**src/design/tpi_pkg.sv**
```systemverilog
// Package: types and constants for the triangle/plane slicer.
`default_nettype none
package tpi_pkg;
	localparam int CoordWidth = 32;
	localparam int FracBits = 16;
	localparam int CW = CoordWidth;

	localparam logic [1:0] KIND_NONE  = 2'd0;
	localparam logic [1:0] KIND_CROSS = 2'd1;
	localparam logic [1:0] KIND_TOUCH = 2'd2;
	localparam logic [1:0] KIND_EDGE  = 2'd3;

	typedef struct packed {
		logic signed [CW-1:0] a_x;
		logic signed [CW-1:0] a_y;
		logic signed [CW-1:0] a_z;
		logic signed [CW-1:0] b_x;
		logic signed [CW-1:0] b_y;
		logic signed [CW-1:0] b_z;
		logic signed [CW-1:0] c_x;
		logic signed [CW-1:0] c_y;
		logic signed [CW-1:0] c_z;
		logic signed [CW-1:0] plane_z;
	} tri_t;

	typedef struct packed {
		logic signed [CW-1:0] p0_x;
		logic signed [CW-1:0] p0_y;
		logic signed [CW-1:0] p0_z;
		logic signed [CW-1:0] p1_x;
		logic signed [CW-1:0] p1_y;
		logic signed [CW-1:0] p1_z;
		logic [1:0]           kind;
	} seg_t;
endpackage
`default_nettype wire

```
**src/design/tpi_div_cell.sv**
```systemverilog
// Divider cell: one restoring quotient bit per cell, pipelined with its operands.
`default_nettype none
module tpi_div_cell import tpi_pkg::*; #(
	parameter int COORD_WIDTH = CoordWidth,
	parameter int FRAC_BITS = FracBits,
	parameter int NB = 2,
	parameter int PW = 8
) (
	input  wire logic                  clk,
	input  wire logic                  en,
	input  wire logic [COORD_WIDTH:0]  rem_in [NB],
	input  wire logic [COORD_WIDTH:0]  den_in [NB],
	input  wire logic [FRAC_BITS:0]    quo_in [NB],
	input  wire logic [PW-1:0]         pay_in,
	output logic      [COORD_WIDTH:0]  rem_out [NB],
	output logic      [COORD_WIDTH:0]  den_out [NB],
	output logic      [FRAC_BITS:0]    quo_out [NB],
	output logic      [PW-1:0]         pay_out
);
	logic [COORD_WIDTH+1:0] sh [NB];
	logic [COORD_WIDTH+1:0] df [NB];

	always_comb begin
		for (int i = 0; i < NB; i++) begin
			sh[i] = {rem_in[i], 1'b0};
			df[i] = sh[i] - {1'b0, den_in[i]};
		end
	end

	always_ff @(posedge clk) begin
		if (en) begin
			for (int i = 0; i < NB; i++) begin
				rem_out[i] <= df[i][COORD_WIDTH+1] ? sh[i][COORD_WIDTH:0] : df[i][COORD_WIDTH:0];
				quo_out[i] <= {quo_in[i][FRAC_BITS-1:0], ~df[i][COORD_WIDTH+1]};
				den_out[i] <= den_in[i];
			end
			pay_out <= pay_in;
		end
	end
endmodule
`default_nettype wire

```
**config.mk**
```make
export PLATFORM = sky130hd
export DESIGN_NAME = tpi_div_cell
export DESIGN_NICKNAME = d
export VERILOG_FILES = /design/src/design/tpi_pkg.sv /design/src/design/tpi_div_cell.sv
export SDC_FILE = /design/constraint.sdc
export NUM_CORES = 1
export LEC_CHECK = 0
export BUFFER_PORTS_ARGS = -buffer_cell sky130_fd_sc_hd__buf_4
export CAP_MARGIN = 20
export CORE_MARGIN = 2
export CORE_UTILIZATION = 50
export DETAILED_ROUTE_END_ITERATION = 10
export PLACE_DENSITY = 0.85
export SLEW_MARGIN = 10
export SYNTH_ARGS = -nofsm -noshare
export SYNTH_HDL_FRONTEND = slang
export SYNTH_SLANG_ARGS = --single-unit
```
**constraint.sdc**
```tcl
create_clock -name clk -period 4 [get_ports clk]
set_clock_uncertainty 0.2 [all_clocks]
set_input_delay 0.4 -clock clk [delete_from_list [all_inputs] [get_ports clk]]
set_output_delay 0.4 -clock clk [all_outputs]
set_load 0.02 [all_outputs]
```
==> impl_metrics.env <==
export IMPL_status="finished clean"
export IMPL_muxShareOfSynthArea_pct=8.19
export IMPL_power_density_mw_per_mm2=408
export IMPL_gr_usage_all_layers_pct=28.6
export IMPL_layout_drive_gt1_share_pct=36.7
export IMPL_placed_cells=1400
export IMPL_tns_ns=0
export IMPL_cts_root_buf="clkbuf_16"
export IMPL_core_area_mm2=0.0193
export IMPL_start_util_pct=50.5
export IMPL_synthCells=796
export IMPL_wirelength_um=30800
export IMPL_crit_path_max_fanout=7
export IMPL_ys_async_sr_fraction_pct=0
export IMPL_instances_no_fill=1548
export IMPL_slowest_stage="dlygate4sd3_1"
export IMPL_start_kind="input port"
export IMPL_die_area_mm2=0.0206
export IMPL_synth_compound_area_share_pct=12.4
export IMPL_path_cells="dlygate4sd3_1 > buf_4 > inv_1 > ha_4 > o21a_1 > o31a_2 > o311a_1 > a211oi_2 > o21ai_4 > a311oi_4 > o21ai_2 > a41oi_2 > xnor2_4 > clkbuf_16 > mux2_4"
export IMPL_end_kind="register"
export IMPL_cts_tree="yes"
export IMPL_hold_viol=0
export IMPL_ant_nets=0
export IMPL_worstPathRequired_ns=3.99
export IMPL_gp_congestion=0.886
export IMPL_multi_input_area_mm2=0.00417
export IMPL_syn_to_final_growth_pct=49.2
export IMPL_io_pins=350
export IMPL_clock_fmax_ghz=0.257
export IMPL_syn_num_nets=1038
export IMPL_ys_seq_elements=174
export IMPL_htree_levels=4
export IMPL_arrival_ns=3.89
export IMPL_syn_area_mm2=0.00973
export IMPL_yosysSeqAreaShare_pct=53.7
export IMPL_totalPowerFinal_uw=5920
export IMPL_vias=8384
export IMPL_cts_buffer_depth=2
export IMPL_ys_types=61
export IMPL_io_buffers=347
export IMPL_regArea_mm2=0.00523
export IMPL_grt_first_pass_wirelength_um=44600
export IMPL_overflow=0
export IMPL_cts_sinks=174
export IMPL_synth_top_family_by_area="compound AO/OA/AOI/OAI gates"
export IMPL_p_leak_uw=0.00651
export IMPL_first_pass_iters=7
export IMPL_synth_simple_area_share_pct=7.74
export IMPL_wire_per_inst_um=19.9
export IMPL_min_path_type="input port to register"
export IMPL_fillCellCount=1199
export IMPL_fp_dieH_um=144
export IMPL_synthAdderAreaFrac_pct=8.64
export IMPL_drv_cap=0
export IMPL_yosys_warnings=0
export IMPL_utilization_pct=75.3
export IMPL_rsz0062_at_grt="false"
export IMPL_layout_min_cycle_time_ns=3.90
export IMPL_antenna_found_initial=1
export IMPL_setup_viol=0
export IMPL_die_w_um=144
export IMPL_synth_flop_cell="edfxtp_1"
export IMPL_hpwl_um=20100
export IMPL_crit_type="input port to register"
export IMPL_rows=51
export IMPL_grt_pass1_vias=8513
export IMPL_syn_area_per_cell_um2=12.2
export IMPL_max_slew_margin_pct=47.5
export IMPL_worst_pin_slew_ns=0.787
export IMPL_cts_clk_slew_worst_paths_ns=0.08
export IMPL_viasPerCell=5.42
export IMPL_slowest_delay_ns=0.56
export IMPL_synth_edf_count=174
export IMPL_synth_xor_area_share_pct=5.39
export IMPL_slew_viol_final=0
export IMPL_layout_nets=1511
export IMPL_ir_worst_vdd_mv=0.321
export IMPL_cts_buffers=17
export IMPL_drc=0
export IMPL_drtIter0Drc=518
export IMPL_grt_max_degree=82
export IMPL_period_share_pct=97.4
[registers in the layout, summed over array words and instances (netlist names)]
name / flops
rem_out: 66
pay_out: 8
quo_out: 34
den_out: 66
[area by class of cell]
type	instances	area share (%)
tap	265	2.28
antenna	1	0.0172
clock inverter	15	1.27
inverter	77	1.99
timing repair buffer	472	26.8
sequential	174	36.0
multi-input combinational	527	28.7
clock buffer	17	2.93
[cell usage after synthesis (3+ instances only)]
library cell | n | area, um2
buf_6 | 3 | 33.8
a21boi_0 | 3 | 22.5
o21a_1 | 7 | 52.6
mux2i_1 | 5 | 50.1
o211a_1 | 3 | 30.0
o21bai_1 | 7 | 52.6
inv_1 | 77 | 289
nand2b_1 | 11 | 68.8
mux2_4 | 25 | 375
a21o_1 | 22 | 165
a21oi_1 | 62 | 310
buf_2 | 3 | 15.0
nor3b_1 | 3 | 22.5
nand3b_1 | 3 | 22.5
nand2_1 | 50 | 188
xor2_1 | 22 | 193
ha_1 | 64 | 801
clkbuf_1 | 11 | 41.3
xnor2_1 | 36 | 315
nor3_1 | 11 | 55.1
a31oi_1 | 11 | 68.8
and2_1 | 8 | 50.1
nand4_1 | 9 | 56.3
o21ai_0 | 30 | 150
o2111ai_1 | 3 | 26.3
edfxtp_1 | 174 | 5230
mux2_2 | 33 | 372
nand3_1 | 6 | 30.0
nor2_1 | 37 | 139
o211ai_1 | 7 | 52.6
nor2b_1 | 10 | 62.6
[power by group]
group	internal, uW	switching [uW]	leakage, uW
clock network	853	873	0.000296
logic	899	955	0.00451
registers	2260	71.4	0.00170
total	4020	1900	0.00651
[per-layer routing]
layer | GRT usage, % | share of wire, % | vias to the layer above
li1 | - | - | 3892
met1 | 29.5 | 34 | 3993
met2 | 53.9 | 54 | 420
met3 | 7.96 | 8.6 | 79
met4 | 12.5 | 3.8 | 0
met5 | 0 | 0 | -
[cell usage in the layout, fill, tap and decap left out, drive strengths merged, types with 8 or more instances in the layout]
master and count:
a21o 23, a21oi 62, a31oi 11, and2 8, buf 364, clkbuf 19
dlygate4sd3 105, edfxtp 174, ha 64, inv 85, mux2 58, nand2 50
nand2b 11, nand4 9, nor2 37, nor2b 10, nor3 11, o21ai 32
xnor2 37, xor2 22
[timing repair]
action,CTS,global route
resized for setup,0,7
hold buffers,106,0
setup endpoints to repair,0,48
setup buffers,0,7
hold endpoints to repair,106,0
[critical path: cells and delay by family]
family	cells	cell delay, ns
AO/OA/AOI/OAI	8	1.67
XOR/XNOR	1	0.24
buffers and inverters	4	1.06
multiplexers	1	0.29
adder cells (fa/ha/maj)	1	0.22
[per-stage QoR]
stage	instance area, um2	hold WS [ns]	setup WS [ns]
CTS	14400	0.0502	0.0454
global route	14500	0.0561	0.0138
global placement	12700	0.378	0.163
detailed placement	12700	0.379	0.125
floorplan	9730	0.299	0.543
finish	14500	0.0658	0.104
[kinds of logic after synthesis]
logic type / count (synthesis)
AO/OA/AOI/OAI: 183
XOR/XNOR: 59
adder cells (fa/ha/maj): 66
buffers and inverters: 95
flip-flops: 174
multiplexers: 63
AND/OR/NAND/NOR: 156
[worst paths after layout]
path	cells after the start	end	start	slack, ns
min	2	rem_out[60]	rem_in[59]	0.07
max	15	rem_out[53]	den_in[35]	0.10
Note: power is estimated with default switching activity, not from simulation.
